==> src/hw/rtl/markup_tag_to_html_stream_defines.svh <==
// ----------------------------------------------------------------------------
// Markup tag to HTML stream assertion macros
// Concurrent assertion helpers used by the emitter RTL module.
// ----------------------------------------------------------------------------
`ifndef MARKUP_TAG_TO_HTML_STREAM_DEFINES_SVH
`define MARKUP_TAG_TO_HTML_STREAM_DEFINES_SVH
`ifndef SYNTHESIS
`define MT_ASSERT_IMP(label, clk, rst, a, c) \
   label: assert property (@(posedge clk) disable iff (rst) (a) |-> (c)) \
      else $error("assertion failed");
`define MT_ASSERT_NXT(label, clk, rst, a, c) \
   label: assert property (@(posedge clk) disable iff (rst) (a) |=> (c)) \
      else $error("assertion failed");
`else
`define MT_ASSERT_IMP(label, clk, rst, a, c)
`define MT_ASSERT_NXT(label, clk, rst, a, c)
`endif
`endif

==> src/hw/rtl/mth_pkg.sv <==
// ----------------------------------------------------------------------------
// Markup tag to HTML package
// Command codes passed from the front end to the emitter, and string table.
// ----------------------------------------------------------------------------
package mth_pkg;

   // emitter operations
   typedef enum logic [2:0] {
      OP_STR,
      OP_TAG,
      OP_DIG,
      OP_BYTE
   } op_type;

   typedef struct packed {
      op_type     op;
      logic [5:0] str_id;
      logic [3:0] start;
      logic [7:0] value;
      logic       last;
   } cmd_type;

   typedef struct packed {
      logic [7:0][7:0] buf_q;
      logic [3:0]      len;
   } tag_type;

   localparam logic [5:0] S_WG_A = 6'd0, S_QGT = 6'd1, S_WG_C = 6'd2,
      S_WT_A = 6'd3, S_SPQ = 6'd4, S_WT_C = 6'd5, S_WP_A = 6'd6, S_WP_C = 6'd7,
      S_I = 6'd8, S_FN_I = 6'd9, S_FONT = 6'd10, S_RFE = 6'd11, S_NI = 6'd12,
      S_B = 6'd13, S_NB = 6'd14, S_RED = 6'd15, S_NFONT = 6'd16, S_U = 6'd17,
      S_NU = 6'd18, S_CITE = 6'd19, S_NCITE = 6'd20, S_SUP = 6'd21,
      S_NSUP = 6'd22, S_SUB = 6'd23, S_NSUB = 6'd24, S_FACE = 6'd25,
      S_FACE_E = 6'd26, S_LFONT = 6'd27, S_BRS = 6'd28, S_BR = 6'd29,
      S_DIVR = 6'd30, S_DIVC = 6'd31, S_NCENT = 6'd32, S_NDIV = 6'd33,
      S_BIG = 6'd34, S_NBIG = 6'd35, S_NONE = 6'd63;

   function automatic string str_text(logic [5:0] id);
      unique case (id)
         S_WG_A:   return " <small><em>&lt;<a href=\"#";
         S_QGT:    return "\">";
         S_WG_C:   return "</a>&gt;</em></small> ";
         S_WT_A:   return " <small><em>(<a href=\"#";
         S_SPQ:    return " \">";
         S_WT_C:   return "</a>)</em></small> ";
         S_WP_A:   return " <small><em>(";
         S_WP_C:   return ")</em></small> ";
         S_I:      return "<I>";
         S_FN_I:   return "</I> ";
         S_FONT:   return "<FONT COLOR=\"#800000\"> <SMALL>(";
         S_RFE:    return ")</SMALL> </FONT>";
         S_NI:     return "</I>";
         S_B:      return "<B>";
         S_NB:     return "</B>";
         S_RED:    return "<FONT COLOR=#FF0000>";
         S_NFONT:  return "</FONT>";
         S_U:      return "<U>";
         S_NU:     return "</U>";
         S_CITE:   return "<CITE>";
         S_NCITE:  return "</CITE>";
         S_SUP:    return "<SUP>";
         S_NSUP:   return "</SUP>";
         S_SUB:    return "<SUB>";
         S_NSUB:   return "</SUB>";
         S_FACE:   return "<font face=\"";
         S_FACE_E: return "\">";
         S_LFONT:  return "</font>";
         S_BRS:    return "<BR> ";
         S_BR:     return "<BR>";
         S_DIVR:   return "<DIV ALIGN=\"RIGHT\">";
         S_DIVC:   return "<DIV ALIGN=\"CENTER\">";
         S_NCENT:  return "</CENTER>";
         S_NDIV:   return "</DIV>";
         S_BIG:    return "<big>";
         S_NBIG:   return "</big>";
         default:  return "";
      endcase
   endfunction

   function automatic logic [5:0] str_len(logic [5:0] id);
      string s;
      s = str_text(id);
      return 6'(s.len());
   endfunction

   function automatic logic [7:0] str_char(logic [5:0] id, logic [4:0] pos);
      string s;
      s = str_text(id);
      return (int'(pos) < s.len()) ? 8'(s[pos]) : 8'd0;
   endfunction

endpackage

==> src/hw/rtl/mth_front.sv <==
// ----------------------------------------------------------------------------
// Markup tag front end
// Collects tag bytes, decodes closes into emitter command sequences and passes plain bytes on as byte commands.
// ----------------------------------------------------------------------------
module mth_front #(
   parameter int TagMax = 8
) (
   input  logic                 clock,
   input  logic                 reset,
   input  logic                 in_valid,
   output logic                 in_stall,
   input  logic [7:0]           in_byte,
   output logic                 cmd_valid,
   input  logic                 cmd_stall,
   output mth_pkg::cmd_type     cmd,
   output mth_pkg::tag_type     tag
);

   typedef enum logic [1:0] {ST_IDLE, ST_SEQ} state_type;

   state_type        state_ff, state_in;
   logic             in_tag_ff, in_tag_in;
   logic [7:0][7:0]  buf_ff, buf_in;
   logic [3:0]       len_ff, len_in;
   logic             fn_ff, fn_in, rj_ff, rj_in, ce_ff, ce_in;
   mth_pkg::cmd_type seq_ff [6], seq_in [6];
   logic [2:0]       cnt_ff, cnt_in, pos_ff, pos_in;
   logic [7:0]       ch;
   logic             acc;

   assign ch  = (in_byte == 8'd10) ? 8'd32 : in_byte;
   assign acc = in_valid && !in_stall;
   assign tag = '{buf_q: buf_ff, len: len_ff};

   function automatic logic [7:0] tch(logic [7:0][7:0] b, logic [3:0] l, int i);
      return (i < int'(l)) ? b[i] : 8'd0;
   endfunction

   function automatic logic [7:0] atoi(logic [7:0][7:0] b, logic [3:0] l);
      logic [15:0] v;
      logic        neg, skip, dig;
      logic [7:0]  c;
      v = '0; neg = 1'b0; skip = 1'b1; dig = 1'b1;
      for (int i = 2; i < 8; i++) begin
         c = tch(b, l, i);
         if (skip && ((c >= 8'd9 && c <= 8'd13) || c == 8'd32)) begin
         end else if (skip && (c == "-" || c == "+")) begin
            neg = (c == "-"); skip = 1'b0;
         end else begin
            skip = 1'b0;
            if (dig && c >= "0" && c <= "9") v = 16'(v * 10 + 16'(c - "0"));
            else dig = 1'b0;
         end
      end
      if (neg) v = 16'(0 - v);
      return v[7:0];
   endfunction

   function automatic mth_pkg::cmd_type mk(mth_pkg::op_type o, logic [5:0] s,
                                           logic [3:0] st, logic [7:0] v);
      return '{op: o, str_id: s, start: st, value: v, last: 1'b0};
   endfunction

   always_comb begin
      logic [7:0] a, b, c;
      state_in = state_ff; in_tag_in = in_tag_ff; buf_in = buf_ff; len_in = len_ff;
      fn_in = fn_ff; rj_in = rj_ff; ce_in = ce_ff; seq_in = seq_ff;
      cnt_in = cnt_ff; pos_in = pos_ff;
      a = tch(buf_ff, len_ff, 0); b = tch(buf_ff, len_ff, 1);
      c = tch(buf_ff, len_ff, 2);
      if (state_ff == ST_SEQ && !cmd_stall) begin
         pos_in = 3'(pos_ff + 3'd1);
         if (pos_in == cnt_ff) state_in = ST_IDLE;
      end
      if (acc && ch != 8'd0) begin
         for (int k = 0; k < 6; k++)
            seq_in[k] = mk(mth_pkg::OP_STR, mth_pkg::S_NONE, 4'd0, 8'd0);
         cnt_in = 3'd0; pos_in = 3'd0;
         if (ch == "<") begin
            in_tag_in = 1'b1; len_in = '0; buf_in = '0;
         end else if (ch == ">") begin
            in_tag_in = 1'b0;
            priority if (a == "W" && (b == "G" || b == "H")) begin
               seq_in[0] = mk(mth_pkg::OP_STR, mth_pkg::S_WG_A, 4'd0, 8'd0);
               seq_in[1] = mk(mth_pkg::OP_TAG, mth_pkg::S_NONE, 4'd1, 8'd0);
               seq_in[2] = mk(mth_pkg::OP_STR, mth_pkg::S_QGT, 4'd0, 8'd0);
               seq_in[3] = mk(mth_pkg::OP_DIG, mth_pkg::S_NONE, 4'd2, 8'd0);
               seq_in[4] = mk(mth_pkg::OP_STR, mth_pkg::S_WG_C, 4'd0, 8'd0);
               cnt_in = 3'd5;
            end else if (a == "W" && b == "T" && (c == "G" || c == "H")) begin
               seq_in[0] = mk(mth_pkg::OP_STR, mth_pkg::S_WT_A, 4'd0, 8'd0);
               seq_in[1] = mk(mth_pkg::OP_TAG, mth_pkg::S_NONE, 4'd1, 8'd0);
               seq_in[2] = mk(mth_pkg::OP_STR, mth_pkg::S_SPQ, 4'd0, 8'd0);
               seq_in[3] = mk(mth_pkg::OP_DIG, mth_pkg::S_NONE, 4'd2, 8'd0);
               seq_in[4] = mk(mth_pkg::OP_STR, mth_pkg::S_WT_C, 4'd0, 8'd0);
               cnt_in = 3'd5;
            end else if (a == "W" && b == "T") begin
               seq_in[0] = mk(mth_pkg::OP_STR, mth_pkg::S_WP_A, 4'd0, 8'd0);
               seq_in[1] = mk(mth_pkg::OP_TAG, mth_pkg::S_NONE, 4'd2, 8'd0);
               seq_in[2] = mk(mth_pkg::OP_STR, mth_pkg::S_WP_C, 4'd0, 8'd0);
               cnt_in = 3'd3;
            end else if (a == "R" && b == "B") begin
               seq_in[0] = mk(mth_pkg::OP_STR, mth_pkg::S_I, 4'd0, 8'd0);
               cnt_in = 3'd1; fn_in = 1'b1;
            end else if (a == "R" && b == "F") begin
               if (fn_ff) begin
                  seq_in[0] = mk(mth_pkg::OP_STR, mth_pkg::S_FN_I, 4'd0, 8'd0);
                  seq_in[1] = mk(mth_pkg::OP_STR, mth_pkg::S_FONT, 4'd0, 8'd0);
                  cnt_in = 3'd2;
               end else begin
                  seq_in[0] = mk(mth_pkg::OP_STR, mth_pkg::S_FONT, 4'd0, 8'd0);
                  cnt_in = 3'd1;
               end
            end else if (a == "R" && b == "f") begin
               seq_in[0] = mk(mth_pkg::OP_STR, mth_pkg::S_RFE, 4'd0, 8'd0);
               cnt_in = 3'd1; fn_in = 1'b0;
            end else if (a == "F" && b == "N") begin
               seq_in[0] = mk(mth_pkg::OP_STR, mth_pkg::S_FACE, 4'd0, 8'd0);
               seq_in[1] = mk(mth_pkg::OP_TAG, mth_pkg::S_NONE, 4'd2, 8'd0);
               seq_in[2] = mk(mth_pkg::OP_STR, mth_pkg::S_FACE_E, 4'd0, 8'd0);
               cnt_in = 3'd3;
            end else if (a == "F") begin
               seq_in[0] = mk(mth_pkg::OP_STR, mth_pkg::S_NONE, 4'd0, 8'd0);
               cnt_in = 3'd1;
               unique case (b)
                  "I": seq_in[0].str_id = mth_pkg::S_I;
                  "i": seq_in[0].str_id = mth_pkg::S_NI;
                  "B": seq_in[0].str_id = mth_pkg::S_B;
                  "b": seq_in[0].str_id = mth_pkg::S_NB;
                  "R": seq_in[0].str_id = mth_pkg::S_RED;
                  "r": seq_in[0].str_id = mth_pkg::S_NFONT;
                  "U": seq_in[0].str_id = mth_pkg::S_U;
                  "u": seq_in[0].str_id = mth_pkg::S_NU;
                  "O": seq_in[0].str_id = mth_pkg::S_CITE;
                  "o": seq_in[0].str_id = mth_pkg::S_NCITE;
                  "S": seq_in[0].str_id = mth_pkg::S_SUP;
                  "s": seq_in[0].str_id = mth_pkg::S_NSUP;
                  "V": seq_in[0].str_id = mth_pkg::S_SUB;
                  "v": seq_in[0].str_id = mth_pkg::S_NSUB;
                  "n": seq_in[0].str_id = mth_pkg::S_LFONT;
                  default: cnt_in = 3'd0;
               endcase
            end else if (a == "C" && b == "A") begin
               seq_in[0] = mk(mth_pkg::OP_BYTE, mth_pkg::S_NONE, 4'd0,
                              atoi(buf_ff, len_ff));
               cnt_in = 3'd1;
            end else if (a == "C" && (b == "L" || b == "M")) begin
               seq_in[0] = mk(mth_pkg::OP_STR, (b == "L") ? mth_pkg::S_BRS : mth_pkg::S_BR,
                              4'd0, 8'd0);
               cnt_in = 3'd1;
            end else if (a == "J" && (b == "R" || b == "C")) begin
               seq_in[0] = mk(mth_pkg::OP_STR, (b == "R") ? mth_pkg::S_DIVR : mth_pkg::S_DIVC,
                              4'd0, 8'd0);
               cnt_in = 3'd1;
               if (b == "R") rj_in = 1'b1; else ce_in = 1'b1;
            end else if (a == "J" && b == "L") begin
               if (ce_ff && rj_ff) begin
                  seq_in[0] = mk(mth_pkg::OP_STR, mth_pkg::S_NCENT, 4'd0, 8'd0);
                  seq_in[1] = mk(mth_pkg::OP_STR, mth_pkg::S_NDIV, 4'd0, 8'd0);
                  cnt_in = 3'd2;
               end else if (ce_ff || rj_ff) begin
                  seq_in[0] = mk(mth_pkg::OP_STR, ce_ff ? mth_pkg::S_NCENT : mth_pkg::S_NDIV,
                                 4'd0, 8'd0);
                  cnt_in = 3'd1;
               end
               ce_in = 1'b0; rj_in = 1'b0;
            end else if ((a == "T" && (b == "T" || b == "t"))
                         || (a == "P" && (b == "P" || b == "p"))) begin
               seq_in[0] = mk(mth_pkg::OP_STR, mth_pkg::S_NONE, 4'd0, 8'd0);
               cnt_in = 3'd1;
               unique case (b)
                  "T": seq_in[0].str_id = mth_pkg::S_BIG;
                  "t": seq_in[0].str_id = mth_pkg::S_NBIG;
                  "P": seq_in[0].str_id = mth_pkg::S_CITE;
                  default: seq_in[0].str_id = mth_pkg::S_NCITE;
               endcase
            end else begin
               // unknown code: nothing to emit
            end
         end else if (in_tag_ff) begin
            if (int'(len_ff) < TagMax && len_ff < 4'd8) begin
               buf_in[len_ff[2:0]] = ch;
               len_in = 4'(len_ff + 4'd1);
            end
         end else begin
            seq_in[0] = mk(mth_pkg::OP_BYTE, mth_pkg::S_NONE, 4'd0, ch);
            cnt_in = 3'd1;
         end
         if (cnt_in != 3'd0) begin
            seq_in[cnt_in - 3'd1].last = 1'b1;
            state_in = ST_SEQ;
         end
      end
   end

   always_ff @(posedge clock) begin
      if (reset) begin
         state_ff <= ST_IDLE; in_tag_ff <= 1'b0; buf_ff <= '0; len_ff <= '0;
         fn_ff <= 1'b0; rj_ff <= 1'b0; ce_ff <= 1'b0; cnt_ff <= '0; pos_ff <= '0;
      end else begin
         state_ff <= state_in; in_tag_ff <= in_tag_in; buf_ff <= buf_in;
         len_ff <= len_in; fn_ff <= fn_in; rj_ff <= rj_in; ce_ff <= ce_in;
         cnt_ff <= cnt_in; pos_ff <= pos_in;
      end
      seq_ff <= seq_in;
   end

   assign in_stall  = (state_ff == ST_SEQ);
   assign cmd_valid = (state_ff == ST_SEQ);
   assign cmd       = seq_ff[pos_ff];

endmodule

==> config.mk <==
export PLATFORM = sky130hd
export DESIGN_NAME = mth_front
export DESIGN_NICKNAME = d
export VERILOG_FILES = /design/src/hw/rtl/markup_tag_to_html_stream_defines.svh /design/src/hw/rtl/mth_pkg.sv /design/src/hw/rtl/mth_front.sv
export SDC_FILE = /design/constraint.sdc
export NUM_CORES = 1
export LEC_CHECK = 0
export BUFFER_PORTS_ARGS = -buffer_cell sky130_fd_sc_hd__buf_4
export CAP_MARGIN = 10
export CORE_AREA = 4 4 143 145
export DETAILED_ROUTE_END_ITERATION = 16
export DIE_AREA = 0 0 147 149
export GPL_TIMING_DRIVEN = 0
export PLACE_DENSITY = 0.81
export RECOVER_POWER = 50
export SETUP_SLACK_MARGIN = 0.5
export SLEW_MARGIN = 20
export SYNTH_ARGS = -nofsm -noshare
export SYNTH_HDL_FRONTEND = slang
export SYNTH_SLANG_ARGS = --single-unit
==> constraint.sdc <==
create_clock -name clock -period 9.7 [get_ports clock]
set_clock_uncertainty 0.1 [all_clocks]
set_input_delay 1.94 -clock clock [delete_from_list [all_inputs] [get_ports clock]]
set_output_delay 1.94 -clock clock [all_outputs]
set_load 0.005 [all_outputs]
Word-level counts from Yosys, hierarchy flattened
Cells that the tools add are included.
Widths: inputs -> output; s select.
{"block": "totals", "regBits": 212, "in_bits": 12, "output_inout_bits": 92, "word_cells": 653}
{"block": "classes", "add_sub_neg": 15, "n_mul": 5, "magnitude_cmp": 39, "n_eq_ne": 64, "muxes": 388, "bitwise_logic": 13, "reduce_logical": 83}
{"op": "$mux 16", "count": 75}
{"op": "$mux 44", "count": 13}
{"op": "$mux 22", "count": 16}
{"op": "$mux 110", "count": 3}
{"op": "$eq 8x7->1 const B", "count": 37}
{"op": "$mux 64", "count": 4}
{"op": "$mux 8", "count": 26}
{"op": "$mux 1", "count": 206}
{"op": "$eq 8x6->1 const B", "count": 20}
{"op": "$bwmux 132", "count": 1}
{"op": "$mux 132", "count": 1}
{"op": "$mux 66", "count": 2}
{"op": "$pmux 6 s15", "count": 1}
{"op": "$mux 88", "count": 1}
{"op": "$bmux 22 s3", "count": 1}
{"op": "$demux 22 s3", "count": 1}
{"op": "$add 16x16->16", "count": 4}
{"op": "$bwmux 64", "count": 1}
{"op": "$mul 16x3->15 const B", "count": 4}
{"op": "$mux 19", "count": 3}
{"op": "$mux 18", "count": 3}
{"op": "$ge 8x4->1 const B", "count": 6}
{"op": "$ge 8x6->1 const B", "count": 6}
{"op": "$le 8x4->1 const B", "count": 6}
{"op": "other kinds (43)", "count": 166}

Depth between registers and ports, before layout
{"block": "depth", "ltp_word": 129, "mapped_depth": 48, "depth_no_buf": 46}

Worst setup path before layout
No wires, ideal clock.
{"block": "synth_path", "path_type": "register to register", "start": "reg len_ff[0]", "end": "reg seq_ff[118] (netlist bit) (data pin)", "setup_time_ns": 0.136, "arrival_time_ns": 9.820, "required_time_ns": 9.464, "slack_ns": -0.356, "path_stages_with_launch": 49, "path_buffers": 2, "period_less_slack_ns": 10.056, "path_cell_list": "dfxtp_1 > ha_1 > or3_1 > buf_4 > and2_1 > inv_1 > ha_1 > nor2b_1 > o211ai_2 > o32ai_1 > buf_2 > nor3_1 > ha_1 > fa_1 > a32oi_1 > inv_1 > ha_1 > ha_1 > [13 not listed] > inv_1 > ha_1 > xor2_1 > nand2_1 > nand2_1 > ha_1 > ha_1 > xor2_1 > ha_1 > inv_1 > ha_1 > a21oi_1 > xnor2_1 > xnor2_1 > xnor2_1 > nand2_1 > a311o_1 > nand3_1"}
{"block": "synth_between", "elab_chain_cells": 129, "word_cells_on_any_way": 498, "cone_classes": "13 x add/sub; 5 x mul; 32 x order compare; 55 x eq/ne; 331 x mux; 1 x bitwise; 61 x reduce/logical"}
{"item": "start, declared", "line_no": "mth_front.sv:24", "source": "logic [3:0] len_ff, len_in;"}
{"item": "start signal, assigned", "line_no": "mth_front.sv:202", "source": "len_ff <= len_in; fn_ff <= fn_in; rj_ff <= rj_in; ce_ff <= ce_in;"}
{"item": "$lt 2x4->1", "line_no": "mth_front.sv:36", "source": "return (i < int'(l)) ? b[i] : 8'd0;"}
{"item": "$mux 8", "line_no": "mth_front.sv:36"}
{"item": "$ge 8x6->1 or $le 8x6->1 (tied branches)", "line_no": "mth_front.sv:51", "source": "if (dig && c >= \"0\" && c <= \"9\") v = 16'(v * 10 + 16'(c - \"0\"));"}
{"item": "$logic_and 1x1->1", "line_no": "mth_front.sv:51"}
{"item": "$mux 16 or $mux 1 (tied branches)", "line_no": "mth_front.sv:51"}
{"item": "$mux 16 or $mux 1 (tied branches)", "line_no": "mth_front.sv:47", "source": "end else if (skip && (c == \"-\" || c == \"+\")) begin"}
{"item": "$mux 16 or $mux 1 (tied branches)", "line_no": "mth_front.sv:46", "source": "if (skip && ((c >= 8'd9 && c <= 8'd13) || c == 8'd32)) begin"}
{"item": "$mux 16 or $mux 1 (tied branches)", "line_no": "mth_front.sv:143", "source": "end else if (a == \"C\" && b == \"A\") begin"}
{"item": "[113 not listed]"}
{"item": "$mux 66", "line_no": "mth_front.sv:97", "source": "end else if (a == \"W\" && b == \"T\") begin"}
{"item": "$mux 66", "line_no": "mth_front.sv:90", "source": "end else if (a == \"W\" && b == \"T\" && (c == \"G\" || c == \"H\")) begin"}
{"item": "$mux 110", "line_no": "mth_front.sv:83", "source": "priority if (a == \"W\" && (b == \"G\" || b == \"H\")) begin"}
{"item": "$mux 22", "line_no": "mth_front.sv:81", "source": "end else if (ch == \">\") begin"}
{"item": "$mux 110", "line_no": "mth_front.sv:79", "source": "if (ch == \"<\") begin"}
{"item": "$mux 110", "line_no": "mth_front.sv:75", "source": "if (acc && ch != 8'd0) begin"}
{"item": "$bwmux 132", "line_no": "mth_front.sv:190", "source": "seq_in[cnt_in - 3'd1].last = 1'b1;"}
{"item": "$mux 132 *", "line_no": "mth_front.sv:189", "source": "if (cnt_in != 3'd0) begin"}
{"item": "end signal, assigned", "line_no": "mth_front.sv:205", "source": "seq_ff <= seq_in;"}
{"item": "end, declared", "line_no": "mth_front.sv:26", "source": "mth_pkg::cmd_type seq_ff [6], seq_in [6];"}
Every way passes the cells marked *; elsewhere a longest branch is shown, timed or not. The select of a mux whose other input is x is not followed.
A chain may end at the register's enable or synchronous reset.

Final worst setup path
{"block": "layout_path", "start": "reg len_ff[1]", "end": "reg seq_ff[118] (netlist bit) (data pin)"}
The elaborated chain is that of the path after synthesis.

==> impl_results.md <==
* Worst hold path cell count at 1
* Synth warn at 0
* Setup crit end kind: flip-flop
* Most frequent CP cell: ha_4
* CP required at 9.88 ns
* Hold Slack at 0.378 ns
* XOR/XNOR Fraction of Synth Area at 6.26%
* Unique masters post-synth at 107
* Switching Fraction at 22.6%
* Max stage delay on crit path at 0.52 ns
* Vias in the first global route at 9832
* # diodes at 0
* P&R area growth vs syn at 26.9%
* Total grt overflow at 0
* Drt total wl at 33.7 mm
* Worst setup margin at 0.303 ns
* Critical path arrival at 9.58 ns
* CTS tree: yes
* Compound-Gate Fraction of Synth Area at 24.2%
* Reg2reg end: seq_ff[118]$_SDFFCE_PP0P_
* Total global-route track usage at 29.4%
* RR Startpoint: len_ff[1]$_SDFFE_PP0P_
* Antenna violations before repair at 0
* Max-slew violations at 36
* Hold wc startpoint: state_ff[1]$_SDFF_PP0_
* Peak VDD IR at 110 uV
* Worst-Margin Slew at 1.71 ns
* Synthesized flop and latch total at 114
* IO Pins at 104
* Final non-filler cell total at 1698
* Startpoint types: flip-flop
* CTS Root Cell: clkbuf_16
* Status: complete, but fails checks
* Initial Util at 53.9%
* Fillcell total at 1482
* Mapped Area at 10300 sq um
* Crit Path Max Fanout at 4
* Slew headroom at -14.2%
* Internal power at 0.000878 W
* Part of the cycle the worst path needs at 96.9%
* Power Density at 86.4 nW/um^2
* Routed vias at 10600
* Reg clk slew, reported paths at 0.05 ns
* Final GP Congestion at 1.03
* Worst-Skew Late Latency at 0.42 ns
* Number of synthesized flops with an enable pin at 34
* Failing checks: max-capacitance violations, max-slew violations
* Worst reg-to-reg setup slack at 0.30 ns
* Sw Pwr at 0.000256 W
* CTS Hold Buffers Added at 0
* Share of layout cells above drive strength 1 at 23.8%
* Seq pwr share at 44.1%
* Hold Path End: state_ff[1]$_SDFF_PP0_
* Multi-input combinational cell area at 7920 sq um
* Comb power frac at 5.4%
* Post-Synth Simple-Gate Area at 22.5%
* Core Rows at 51
* Core Util, Final at 68.4%
* Die area at 21900 sq um
* Synth Instances at 1248
* Place WS at -0.583 ns
* Final hold violations at 0
* FF/Latch Area at 2620 sq um
* Final non-filler cell area at 13100 sq um
* Kind of critical path: flip-flop to flip-flop
* Die Y-Extent at 149 microns
* Hpwl dp at 24.7 mm
* Port Buffers at 99
* Part of the Yosys area used for sequential elements at 25.3%
* Reg2Reg Depth at 48
* Routed len/inst at 19.9 microns
* Min Tclk post-route at 9.40 ns
* H-tree levels at 4
* Worst min path class: flip-flop to flip-flop
* Die Wd at 147 microns
* Pleak at 5.32 nW
* Async SR Flop Fraction at 0%
* Vias/cell at 6.26
* RSZ-0062 raised after global routing: true
* Global-route wire length before repair at 51.8 mm
* DRC viols at 0
* Post-synthesis mux area share at 2.47%
* Placed Area at 11600 sq um
* Post-synthesis average cell area at 8.29 sq um
* Iteration-0 DRC Markers at 1057
* Largest net degree at the start of global routing at 36
* Max Cap Viol at 1
* Clock network power share at 50.5%
* Number of buffers created by CTS at 17
* Drt pass-1 iters at 6
* Slowest cell on crit path: fa_1
* Post-route antenna net violation count at 0
* Clock sinks at 114
* Clk buf depth at 2
* Core area at 19200 sq um
* Post-Synth Adder-Cell Area at 13.8%
* Largest family of logic cells by synthesized area: compound AO/OA/AOI/OAI gates
* Highest clock rate at 106 MHz
* Synth Flop Type: dfxtp_1
* Net count, final at 1540
* Final setup fails at 0
* Placed insts at 1616
-- registers in the layout, indices dropped and copies added (netlist names) --
| name | cells |
|---|---|
| in_tag_ff | 1 |
| seq_ff | 34 |
| len_ff | 4 |
| ce_ff | 1 |
| rj_ff | 1 |
| tag | 64 |
| fn_ff | 1 |
| state_ff | 2 |
| pos_ff | 3 |
| cnt_ff | 3 |
-- final cells by class --
cell class,count,share of cell area (%)
Tap cell,265,2.53
Clock inverter,6,0.229
Clock buffer,26,3.89
Multi-Input combinational cell,1002,60.3
Inverter,77,2.26
Timing Repair Buffer,151,8.56
Buffer,57,2.24
Sequential cell,114,20.0
-- routing by layer --
metal / vias to the layer above / GRT usage, % / share of wire (%)
li1: 4914 / - / -
met1: 5018 / 36.7 / 40
met2: 573 / 48.9 / 46
met3: 125 / 4.71 / 7.6
met4: 0 / 15.8 / 6.2
met5: - / 0 / 0
-- cell families after synthesis --
logic type,after synthesis
compound gates,341
xor+xnor,74
fa+ha+maj,108
buf+inv,134
flops,114
mux,22
other cells,1
simple gates,454
-- stage by stage --
stage               TNS, ns  power [W]
floorplan                 0   0.000540
global placement      -1.18   0.000568
detailed placement    -1.68   0.000571
CTS                       0    0.00114
global route        -0.0474    0.00116
finish                    0    0.00113
-- worst max path at each step --
stage / slack [ns] / from / end / cells past startpoint
final: 0.30 / len_ff[1]$_SDFFE_PP0P_ / seq_ff[118]$_SDFFCE_PP0P_ / 48
after global routing: -0.05 / len_ff[1]$_SDFFE_PP0P_ / seq_ff[118]$_SDFFCE_PP0P_ / 48
after CTS: 0.40 / len_ff[1]$_SDFFE_PP0P_ / seq_ff[118]$_SDFFCE_PP0P_ / 48
after detailed placement: -0.58 / len_ff[0]$_SDFFE_PP0P_ / seq_ff[116]$_SDFFCE_PP0P_ / 40
after global placement: -0.42 / len_ff[0]$_SDFFE_PP0P_ / seq_ff[116]$_SDFFCE_PP0P_ / 40
after floorplan: 0.51 / len_ff[0]$_SDFFE_PP0P_ / seq_ff[118]$_SDFFCE_PP0P_ / 48
-- what timing repair did --
action / in CTS / in global routing
pin swaps: 37 / 38
buffers inserted: 38 / 11
endpoints found under the setup margin: 3 / 3
gates resized for setup: 48 / 47
-- critical path: cells and delay by family, from the launching register on --
family	cells	cell delay [ns]
adder cells (fa/ha/maj)	15	3.88
AND/OR/NAND/NOR	10	1.71
XOR/XNOR	10	1.49
AO/OA/AOI/OAI	6	1.13
buffers and inverters	7	0.58
flip-flops	1	0.35
-- power groups by stage --
stage	combinational, W	clock [W]	sequential, W
2_1_floorplan	0.0000312	0	0.000509
3_3_place_gp	0.0000577	0	0.000510
3_5_place_dp	0.0000614	0	0.000510
4_1_cts	0.0000617	0.000575	0.000500
5_1_grt	0.0000650	0.000598	0.000501
6_report	0.0000609	0.000573	0.000501
-- placed cells by master, fill, tap and decap left out, drive strengths merged, types with 7 or more instances in the layout --
cell / count
inv: 77
mux2i: 13
xor2: 31
o21a: 11
or2: 7
a21oi: 79
xnor2: 43
nor4: 12
nor2: 154
a211oi: 11
and3: 8
nand2b: 15
or3: 8
nand2: 81
nor3b: 7
fa: 10
buf: 100
a21o: 20
a22oi: 67
o211ai: 13
nor3: 41
mux2: 8
o21ai: 42
nand4: 10
and2: 36
dfxtp: 80
o22ai: 8
nand3: 28
edfxtp: 34
o221ai: 7
o21bai: 9
clkbuf: 134
o32ai: 9
a31oi: 9
ha: 98
nor2b: 17
-- Yosys cell counts (all sizes together), types with 8 or more instances --
master	instances	area share [%]
dfxtp	80	15
a22oi	67	4.9
xnor2	43	3.6
nor2b	17	1.1
edfxtp	34	9.9
inv	77	2.8
and2	36	2.2
fa	10	1.9
o21a	11	0.80
and3	8	0.48
clkbuf	37	1.3
nor3	41	2.2
ha	98	12
a21oi	79	3.9
nand3	28	1.4
nand2b	15	0.91
nor2	154	5.7
o21bai	9	0.65
mux2	8	0.87
a21o	20	1.5
nand4	10	0.60
o211ai	13	1.2
xor2	31	2.6
or3	8	0.48
mux2i	13	1.4
nor4	12	0.79
o21ai	42	2.1
nand2	81	3.1
a211oi	11	0.92
buf	20	1.3
a31oi	9	0.60
o32ai	9	0.91
o22ai	8	0.48
Note: power is estimated with default switching activity, not from simulation.
